--- src/hdl/ppmc_pkg.sv ---
// Shared types, constants and helper functions of the parking proximity mode controller.
package ppmc_pkg;

    // Field widths
    localparam int DIST_W    = 12;
    localparam int HYST_W    = 10;
    localparam int ELAPSED_W = 10;
    localparam int PERIOD_W  = 16;
    localparam int SEC_W     = 16;
    localparam int CFG_W     = 16;
    localparam int CFG_IDX_W = 3;

    // Saturating millisecond timers
    localparam int TIMER_BITS = 26;
    // A 16-bit second count times 1000 fits in 26 bits.
    localparam int LIMIT_W    = 26;
    localparam int CMP_W      = (TIMER_BITS > LIMIT_W) ? TIMER_BITS : LIMIT_W;

    // Signed width for threshold arithmetic: DIST + DIST + HYST plus sign.
    localparam int THR_W = DIST_W + 3;

    localparam int MS_PER_SEC    = 1000;
    // 24 inches expressed in tenth inches.
    localparam int MARGIN_TENTHS = 240;

    // Configuration reset values
    localparam logic [DIST_W-1:0]   RST_TARGET       = DIST_W'(450);
    localparam logic [DIST_W-1:0]   RST_APPROACH     = DIST_W'(480);
    localparam logic [DIST_W-1:0]   RST_LANDING      = DIST_W'(50);
    localparam logic [HYST_W-1:0]   RST_HYST         = HYST_W'(15);
    localparam logic [LIMIT_W-1:0]  RST_STABLE_LIMIT = LIMIT_W'(600 * MS_PER_SEC);
    localparam logic [LIMIT_W-1:0]  RST_VACANT_LIMIT = LIMIT_W'(60 * MS_PER_SEC);
    localparam logic [PERIOD_W-1:0] RST_FAST         = PERIOD_W'(200);
    localparam logic [PERIOD_W-1:0] RST_SLOW         = PERIOD_W'(1500);

    // Operating modes
    typedef enum logic [2:0] {
        MODE_NIGHT  = 3'd0,
        MODE_VACANT = 3'd1,
        MODE_HOMING = 3'd2,
        MODE_HOME   = 3'd3,
        MODE_CLOSE  = 3'd4,
        MODE_PARKED = 3'd5
    } t_mode;

    // Configuration register indexes
    typedef enum logic [CFG_IDX_W-1:0] {
        CFG_TARGET   = 3'd0,
        CFG_APPROACH = 3'd1,
        CFG_LANDING  = 3'd2,
        CFG_HYST     = 3'd3,
        CFG_STABLE   = 3'd4,
        CFG_VACANCY  = 3'd5,
        CFG_FAST     = 3'd6,
        CFG_SLOW     = 3'd7
    } t_cfg_idx;

    // Input beat
    typedef struct packed {
        logic [DIST_W-1:0]    distance_avg;
        logic [DIST_W-1:0]    distance_latest;
        logic                 daytime;
        logic [ELAPSED_W-1:0] elapsed_ms;
    } t_in_item;

    // Result beat
    typedef struct packed {
        logic [2:0]          mode;
        logic                mode_changed;
        logic [PERIOD_W-1:0] sample_period_ms;
    } t_out_item;

    // Configuration as seen by the mode logic; timeouts are kept in milliseconds.
    typedef struct packed {
        logic [DIST_W-1:0]   target;
        logic [DIST_W-1:0]   approach_depth;
        logic [DIST_W-1:0]   landing_depth;
        logic [HYST_W-1:0]   hysteresis;
        logic [LIMIT_W-1:0]  stable_limit_ms;
        logic [LIMIT_W-1:0]  vacancy_limit_ms;
        logic [PERIOD_W-1:0] fast_period;
        logic [PERIOD_W-1:0] slow_period;
    } t_cfg;

    // Controller state carried from one beat to the next
    typedef struct packed {
        t_mode                 mode;
        logic [TIMER_BITS-1:0] stable_ms;
        logic [TIMER_BITS-1:0] vacancy_ms;
        logic [PERIOD_W-1:0]   period;
    } t_state;

    // Add elapsed time to a timer, stopping at all ones.
    function automatic logic [TIMER_BITS-1:0] timer_add(
        input logic [TIMER_BITS-1:0] t,
        input logic [ELAPSED_W-1:0]  inc
    );
        logic [TIMER_BITS:0] sum;
        sum = {1'b0, t} + (TIMER_BITS + 1)'(inc);
        if (sum[TIMER_BITS]) begin
            return {TIMER_BITS{1'b1}};
        end
        return sum[TIMER_BITS-1:0];
    endfunction

    // True when a timer has run past its limit.
    function automatic logic timer_expired(
        input logic [TIMER_BITS-1:0] t,
        input logic [LIMIT_W-1:0]    limit
    );
        return CMP_W'(t) > CMP_W'(limit);
    endfunction

endpackage

--- src/hdl/ppmc_cfg.sv ---
// Configuration register file with second-to-millisecond conversion of the timeouts.
module ppmc_cfg (
    input  logic                             i_clk,
    input  logic                             i_rst_n,
    input  logic                             i_cfg_valid,
    input  logic [ppmc_pkg::CFG_IDX_W-1:0]   i_cfg_index,
    input  logic [ppmc_pkg::CFG_W-1:0]       i_cfg_data,
    output ppmc_pkg::t_cfg                   o_cfg
);
    import ppmc_pkg::*;

    t_cfg              r_cfg;
    logic [LIMIT_W-1:0] w_limit_ms;

    // Timeouts are written in seconds and held in milliseconds.
    assign w_limit_ms = LIMIT_W'(i_cfg_data[SEC_W-1:0]) * LIMIT_W'(MS_PER_SEC);

    // Register writes
    always_ff @(posedge i_clk) begin
        if (!i_rst_n) begin
            r_cfg.target           <= RST_TARGET;
            r_cfg.approach_depth   <= RST_APPROACH;
            r_cfg.landing_depth    <= RST_LANDING;
            r_cfg.hysteresis       <= RST_HYST;
            r_cfg.stable_limit_ms  <= RST_STABLE_LIMIT;
            r_cfg.vacancy_limit_ms <= RST_VACANT_LIMIT;
            r_cfg.fast_period      <= RST_FAST;
            r_cfg.slow_period      <= RST_SLOW;
        end else if (i_cfg_valid) begin
            unique case (i_cfg_index)
                CFG_TARGET:   r_cfg.target           <= i_cfg_data[DIST_W-1:0];
                CFG_APPROACH: r_cfg.approach_depth   <= i_cfg_data[DIST_W-1:0];
                CFG_LANDING:  r_cfg.landing_depth    <= i_cfg_data[DIST_W-1:0];
                CFG_HYST:     r_cfg.hysteresis       <= i_cfg_data[HYST_W-1:0];
                CFG_STABLE:   r_cfg.stable_limit_ms  <= w_limit_ms;
                CFG_VACANCY:  r_cfg.vacancy_limit_ms <= w_limit_ms;
                CFG_FAST:     r_cfg.fast_period      <= i_cfg_data[PERIOD_W-1:0];
                CFG_SLOW:     r_cfg.slow_period      <= i_cfg_data[PERIOD_W-1:0];
                default: ;
            endcase
        end
    end

    assign o_cfg = r_cfg;

endmodule

--- src/hdl/ppmc_step.sv ---
// Next-state logic of the six-mode controller for one evaluation beat.
module ppmc_step (
    input  ppmc_pkg::t_cfg      i_cfg,
    input  ppmc_pkg::t_state    i_state,
    input  ppmc_pkg::t_in_item  i_item,
    output ppmc_pkg::t_state    o_state,
    output ppmc_pkg::t_out_item o_item
);
    import ppmc_pkg::*;

    logic signed [THR_W-1:0] w_avg;
    logic signed [THR_W-1:0] w_latest;
    logic signed [THR_W-1:0] w_target;
    logic signed [THR_W-1:0] w_hyst;
    logic signed [THR_W-1:0] w_approach;
    logic signed [THR_W-1:0] w_warn;
    logic [TIMER_BITS-1:0]   w_stable_sum;
    logic [TIMER_BITS-1:0]   w_vacancy_sum;
    t_state                  n_state;

    // Thresholds, all compared as signed so a negative warning level never matches.
    assign w_avg      = signed'(THR_W'(i_item.distance_avg));
    assign w_latest   = signed'(THR_W'(i_item.distance_latest));
    assign w_target   = signed'(THR_W'(i_cfg.target));
    assign w_hyst     = signed'(THR_W'(i_cfg.hysteresis));
    assign w_approach = w_target + signed'(THR_W'(i_cfg.approach_depth));
    assign w_warn     = w_target - signed'(THR_W'(i_cfg.landing_depth));

    assign w_stable_sum  = timer_add(i_state.stable_ms, i_item.elapsed_ms);
    assign w_vacancy_sum = timer_add(i_state.vacancy_ms, i_item.elapsed_ms);

    // Mode transitions; entering a mode also sets its sample period and timer.
    always_comb begin
        n_state = i_state;
        unique case (i_state.mode)
            MODE_VACANT: begin
                if (w_avg < w_approach) begin
                    n_state.mode = MODE_HOMING;
                end
                // A near car on the raw reading latches the fast period.
                if (w_avg < w_approach ||
                    w_latest < w_approach + signed'(THR_W'(MARGIN_TENTHS))) begin
                    n_state.period = i_cfg.fast_period;
                end
            end
            MODE_HOMING: begin
                if (w_avg > w_approach + w_hyst) begin
                    n_state.mode   = MODE_VACANT;
                    n_state.period = i_cfg.slow_period;
                end else if (w_avg <= w_target) begin
                    n_state.mode      = MODE_HOME;
                    n_state.period    = i_cfg.fast_period;
                    n_state.stable_ms = '0;
                end
            end
            MODE_HOME: begin
                n_state.stable_ms = w_stable_sum;
                if (w_avg > w_target + w_hyst) begin
                    n_state.mode   = MODE_HOMING;
                    n_state.period = i_cfg.fast_period;
                end else if (w_avg <= w_warn) begin
                    n_state.mode   = MODE_CLOSE;
                    n_state.period = i_cfg.fast_period;
                end else if (timer_expired(w_stable_sum, i_cfg.stable_limit_ms)) begin
                    n_state.mode       = MODE_PARKED;
                    n_state.period     = i_cfg.slow_period;
                    n_state.vacancy_ms = '0;
                end
            end
            MODE_CLOSE: begin
                if (w_avg > w_warn + w_hyst) begin
                    n_state.mode      = MODE_HOME;
                    n_state.period    = i_cfg.fast_period;
                    n_state.stable_ms = '0;
                end
            end
            MODE_PARKED: begin
                if (w_avg < w_approach) begin
                    n_state.vacancy_ms = '0;
                end else begin
                    n_state.vacancy_ms = w_vacancy_sum;
                    if (timer_expired(w_vacancy_sum, i_cfg.vacancy_limit_ms)) begin
                        n_state.mode   = MODE_VACANT;
                        n_state.period = i_cfg.slow_period;
                    end
                end
                // Losing daytime wins over a move to vacant.
                if (!i_item.daytime) begin
                    n_state.mode   = MODE_NIGHT;
                    n_state.period = '0;
                end
            end
            default: begin
                // Night, and any code outside the mode list.
                if (i_item.daytime) begin
                    n_state.mode   = MODE_VACANT;
                    n_state.period = i_cfg.slow_period;
                end else begin
                    n_state.mode   = MODE_NIGHT;
                    n_state.period = '0;
                end
            end
        endcase
    end

    assign o_state                 = n_state;
    assign o_item.mode             = n_state.mode;
    assign o_item.mode_changed     = (n_state.mode != i_state.mode);
    assign o_item.sample_period_ms = n_state.period;

endmodule

--- src/hdl/parking_proximity_mode_controller_top.sv ---
// Top level of the parking proximity mode controller: beat registers, state and handshakes.
// Each accepted input beat is one evaluation tick. It is captured in an input register,
// evaluated against the mode state in a single pass, and its result is registered in an
// output register once that register is free. One beat per cycle is sustained while the
// consumer does not stall: the mode and timer registers are updated with each evaluated
// beat, so back-to-back beats see each other's state. The input side stalls only while a
// beat is waiting in the input register and the output register is held by a stalled
// consumer. Configuration writes are always ready and take effect on the next cycle; the
// two timeouts are converted from seconds to milliseconds on write.
module parking_proximity_mode_controller_top (
    input  logic                           i_clk,
    input  logic                           i_rst_n,
    input  logic                           i_in_valid,
    output logic                           o_in_stall,
    input  ppmc_pkg::t_in_item             i_in_data,
    output logic                           o_out_valid,
    input  logic                           i_out_stall,
    output ppmc_pkg::t_out_item            o_out_data,
    input  logic                           i_cfg_valid,
    output logic                           o_cfg_ready,
    input  logic [ppmc_pkg::CFG_IDX_W-1:0] i_cfg_index,
    input  logic [ppmc_pkg::CFG_W-1:0]     i_cfg_data
);
    import ppmc_pkg::*;

    t_cfg      w_cfg;
    t_state    r_state;
    t_state    n_state;
    t_in_item  r_in;
    logic      r_in_valid;
    t_out_item r_out;
    t_out_item n_out;
    logic      r_out_valid;
    logic      w_out_blocked;
    logic      w_advance;
    logic      w_accept;

    // Configuration registers
    assign o_cfg_ready = 1'b1;

    ppmc_cfg u_cfg (
        .i_clk       (i_clk),
        .i_rst_n     (i_rst_n),
        .i_cfg_valid (i_cfg_valid),
        .i_cfg_index (i_cfg_index),
        .i_cfg_data  (i_cfg_data),
        .o_cfg       (w_cfg)
    );

    // Mode evaluation
    ppmc_step u_step (
        .i_cfg   (w_cfg),
        .i_state (r_state),
        .i_item  (r_in),
        .o_state (n_state),
        .o_item  (n_out)
    );

    // Flow control between the two beat registers
    assign w_out_blocked = r_out_valid && i_out_stall;
    assign w_advance     = r_in_valid && !w_out_blocked;
    assign o_in_stall    = r_in_valid && w_out_blocked;
    assign w_accept      = i_in_valid && !o_in_stall;

    // Control state
    always_ff @(posedge i_clk) begin
        if (!i_rst_n) begin
            r_in_valid       <= 1'b0;
            r_out_valid      <= 1'b0;
            r_state.mode       <= MODE_NIGHT;
            r_state.stable_ms  <= '0;
            r_state.vacancy_ms <= '0;
            r_state.period     <= '0;
        end else begin
            if (!o_in_stall) begin
                r_in_valid <= i_in_valid;
            end
            if (w_advance) begin
                r_out_valid <= 1'b1;
                r_state     <= n_state;
            end else if (!i_out_stall) begin
                r_out_valid <= 1'b0;
            end
        end
    end

    // Beat payloads
    always_ff @(posedge i_clk) begin
        if (w_accept) begin
            r_in <= i_in_data;
        end
        if (w_advance) begin
            r_out <= n_out;
        end
    end

    assign o_out_valid = r_out_valid;
    assign o_out_data  = r_out;

    // Night mode never samples.
    a_night_stopped: assert property (@(posedge i_clk) disable iff (!i_rst_n)
        (r_state.mode == MODE_NIGHT) |-> (r_state.period == '0))
        else $error("night mode with a running sample period");

    // The input side stalls only when a beat is held behind a stalled result.
    a_stall_cause: assert property (@(posedge i_clk) disable iff (!i_rst_n)
        o_in_stall |-> (r_in_valid && r_out_valid && i_out_stall))
        else $error("input stalled without a blocked result");

    // An evaluated beat always yields a result in the next cycle.
    a_result_follows: assert property (@(posedge i_clk) disable iff (!i_rst_n)
        w_advance |=> o_out_valid)
        else $error("evaluated beat produced no result");

    // A fresh result reports the mode now held in the state register.
    a_mode_matches: assert property (@(posedge i_clk) disable iff (!i_rst_n)
        $past(w_advance) |-> (o_out_data.mode == r_state.mode))
        else $error("result mode differs from state mode");

endmodule

--- config.mk ---
export PLATFORM = sky130hd
export DESIGN_NAME = parking_proximity_mode_controller_top
export DESIGN_NICKNAME = d
export VERILOG_FILES = /design/src/hdl/ppmc_pkg.sv /design/src/hdl/ppmc_cfg.sv /design/src/hdl/ppmc_step.sv /design/src/hdl/parking_proximity_mode_controller_top.sv
export SDC_FILE = /design/constraint.sdc
export NUM_CORES = 1
export LEC_CHECK = 0
export BUFFER_PORTS_ARGS = -buffer_cell sky130_fd_sc_hd__buf_2
export CAP_MARGIN = 30
export CELL_PAD_IN_SITES_DETAIL_PLACEMENT = 1
export CELL_PAD_IN_SITES_GLOBAL_PLACEMENT = 2
export CORE_MARGIN = 2
export CORE_UTILIZATION = 39
export DETAILED_ROUTE_END_ITERATION = 12
export PLACE_DENSITY = 0.91
export SLEW_MARGIN = 20
export SYNTH_ARGS = -nofsm -noshare
export SYNTH_HDL_FRONTEND = slang
export SYNTH_SLANG_ARGS = --single-unit
--- constraint.sdc ---
create_clock -name i_clk -period 8.25 [get_ports i_clk]
set_clock_uncertainty 0.2 [all_clocks]
set_input_delay 0.4125 -clock i_clk [delete_from_list [all_inputs] [get_ports i_clk]]
set_output_delay 0.4125 -clock i_clk [all_outputs]
set_load 0.05 [all_outputs]
==> run summary <==
crit-path most repeated cell - ha_1
worst-margin pin slew - 1.01 ns
CP startpoint kind - flip-flop
worst skew pair latency - 0.60 ns
Post-synth ARST share - 0%
CTS tree - built
total CTS buffers - 31
Synth Cell Area - 19200 um2
hold path depth - 3
vias in the first global route - 17957
RR Endpoint - r_state[60]
Clk pin slew, worst setup/hold paths - 0.06 ns
ratio of cells with drive above 1 in the final layout - 8.09%
post-route minimum period - 7.29 ns
count of final max-slew check failures - 0
GRT Resource Usage Total - 24.1%
n_diodes - 0
flop2flop setup slack - 0.96 ns
Die Wd - 226 um
Setup crit end kind - flip-flop
fin cells - 3036
Netlist cell types - 79
Power per Cell Area - 201 nW/um2
commonest non-fill, non-tap cells in the layout - nand2_1 (330), ha_1 (257), a21oi_1 (212), dfxtp_1 (197), inv_1 (174)
RR Startpoint - u_cfg.o_cfg[118]
syn nets - 2624
GP Congestion - 0.888
max-cap violations - 0
largest stage delay on the critical path - 0.71 ns
RSZ-0062 raised after global routing - no
hold path endpoint - u_cfg.o_cfg[105]
HP Class - in -> reg
Post-synth EDFFs - 55
DR DRC count - 0
worst path arrival time - 7.59 ns
slew margin rel. - 32.7%
starting density of the core - 39.3%
# rows - 81
1st-iter DRT viols - 848
clock sinks - 252
Worst VDD drop - 0.000144 V
Top Ports - 82
total gr overflow - 0
vias - 17027
Die ar. - 51000 um2
Post-CTS Setup Inserts - 0
R2R depth - 24
post-route ant nets - 0
Fmax - 137 MHz
Avg Inst Size Synth - 8.54 um2
Seq cells post-synth - 252
Die Height - 226 um
ordered cell list for the critical path - ha_1, inv_1, fa_1, nor2b_1, o2111ai_1, a21o_1, xor2_1, inv_1, ha_1, a21oi_1, nand2b_1, o21ai_0, xor2_1, ha_1, nand3_1, a31oi_1, a2111oi_0, nor3b_1, and4_1, or4_1, a21oi_4, buf_4, a21oi_1, a211oi_1
Core ar. - 48700 um2
critical-path maximum fanout - 25
Main synth FF type - dfxtp_1
initial antenna violation count - 0
leak pwr - 9.18 nW
synth-to-layout area growth - 13.8%
Syn Inst Count - 2247
Ys Warns - 0
DP Cell Count - 2932
H-Tree Level Count - 1
Setup Viol. Count Final - 0
Seq/Total Area, Yosys - 29.2%
DP HPWL - 45.4 mm
pin count of the biggest net entering global routing - 82
First-pass DRT Iterations - 5
CP max-delay cell - a21oi_4
crit path kind - reg -> reg
commonest non-fill, non-tap cell in the layout - nand2_1
clock root cell - clkbuf_16
endpoints failing hold - 0
crit share post-route - 88.3%
HP Start - i_cfg_data[11]
final wirelength - 60.9 mm
Req. time, crit path - 8.55 ns
Bufs on Longest Clock Path - 3
I/O Buffers - 80
Total Neg Setup Slack - 0 ns
detail-routed net length per standard cell - 20.0 um
DR vias/cell - 5.61
Layout Nets - 2724
first-pass GRT wire length - 97.4 mm
run status - complete, no violations
==> per-layer routing <==
metal,global-route usage (%),routed length [um],part of all wire (%),vias up
met3,2.51,2070,3.4,82
met2,42.8,29900,49,238
met1,31.0,27500,45,8531
li1,-,-,-,8176
met4,6.11,1380,2.3,0
met5,0,0,0,-
==> cells in the mapped netlist, types with 21 or more instances <==
cell | count | area (um2)
dfxtp_1 | 197 | 3940
edfxtp_1 | 55 | 1650
nand3_1 | 87 | 435
a21o_1 | 42 | 315
ha_1 | 257 | 3220
a21oi_1 | 212 | 1060
nand2b_1 | 28 | 175
o21ai_0 | 64 | 320
nor3_1 | 52 | 260
xnor2_1 | 50 | 438
o211ai_1 | 35 | 263
xor2_1 | 39 | 342
and3_1 | 21 | 131
inv_1 | 174 | 653
nand4_1 | 25 | 156
fa_1 | 61 | 1220
nor2_1 | 134 | 503
o21a_1 | 35 | 263
nand2_1 | 330 | 1240
nor2b_1 | 30 | 188
clkbuf_1 | 60 | 225
==> worst max-delay path: cells and delay by family (launching register included) <==
| kind | cells | cell delay, ns |
|---|---|---|
| compound gates | 9 | 2.67 |
| buf+inv | 3 | 0.55 |
| xor+xnor | 2 | 0.69 |
| simple gates | 6 | 1.35 |
| flops | 1 | 0.43 |
| fa+ha+maj | 4 | 1.27 |
==> registers in the layout (all words and copies together) (netlist names) <==
register / count
o_out_data: 20
r_in_valid: 1
o_out_valid: 1
u_cfg.o_cfg: 124
r_in: 35
r_state: 71
==> how the worst max path moves through the flow <==
stage,slack [ns],start,end
after global routing,0.44,u_cfg.o_cfg[118],r_state[63]
final,0.96,u_cfg.o_cfg[118],r_state[60]
after CTS,0.94,u_cfg.o_cfg[118],r_state[61]
after floorplan,2.12,r_in[0],r_state[10]
after global placement,1.28,u_cfg.o_cfg[118],r_state[61]
after detailed placement,1.0,u_cfg.o_cfg[118],r_state[62]
==> area by class of cell <==
type	instances	area, um2
repair buffers	144	1020
multi-input cells	1743	12600
well taps	664	831
inverters	175	659
fillers	5752	26900
flip-flops and latches	252	5600
clock inverters	22	246
clock buffers	36	815
==> cells by family (layout without fill, tap and decap cells) <==
logic type / Yosys count / after routing / synth area share (%)
AO/OA/AOI/OAI: 534 / 534 / 18.1
XOR/XNOR: 90 / 90 / 4.15
adder cells (fa/ha/maj): 318 / 318 / 23.1
buffers and inverters: 252 / 377 / 5.11
flip-flops: 252 / 252 / 29.2
multiplexers: 30 / 30 / 1.66
other: 1 / 1 / 0.0196
AND/OR/NAND/NOR: 770 / 770 / 18.6
==> metrics by stage <==
step / utilization, % / setup WS, ns / instance area, um2 / total power (W) / hold slack, ns
4_1_cts: 44.6 / 0.938 / 21800 / 0.00442 / 0.0231
6_report: 44.8 / 0.961 / 21800 / 0.00439 / 0.0355
3_3_place_gp: 41.5 / 1.28 / 20200 / 0.00285 / 0.242
3_5_place_dp: 41.6 / 0.999 / 20300 / 0.00293 / 0.248
2_1_floorplan: - / 2.12 / 19200 / 0.00251 / 0.236
5_1_grt: 44.8 / 0.441 / 21800 / 0.00466 / 0.0490
==> power breakdown <==
group / switching [W] / internal [W]
combinational: 0.000950 / 0.000633
clock: 0.000583 / 0.000861
sequential: 0.0000438 / 0.00132
==> repair_timing <==
| item | in CTS | in global routing |
|---|---|---|
| gates resized for setup | 0 | 0 |
| endpoints found under the hold margin | 43 | 0 |
| hold buffers | 41 | 0 |
No activity file was read; power rests on OpenSTA's default activity.
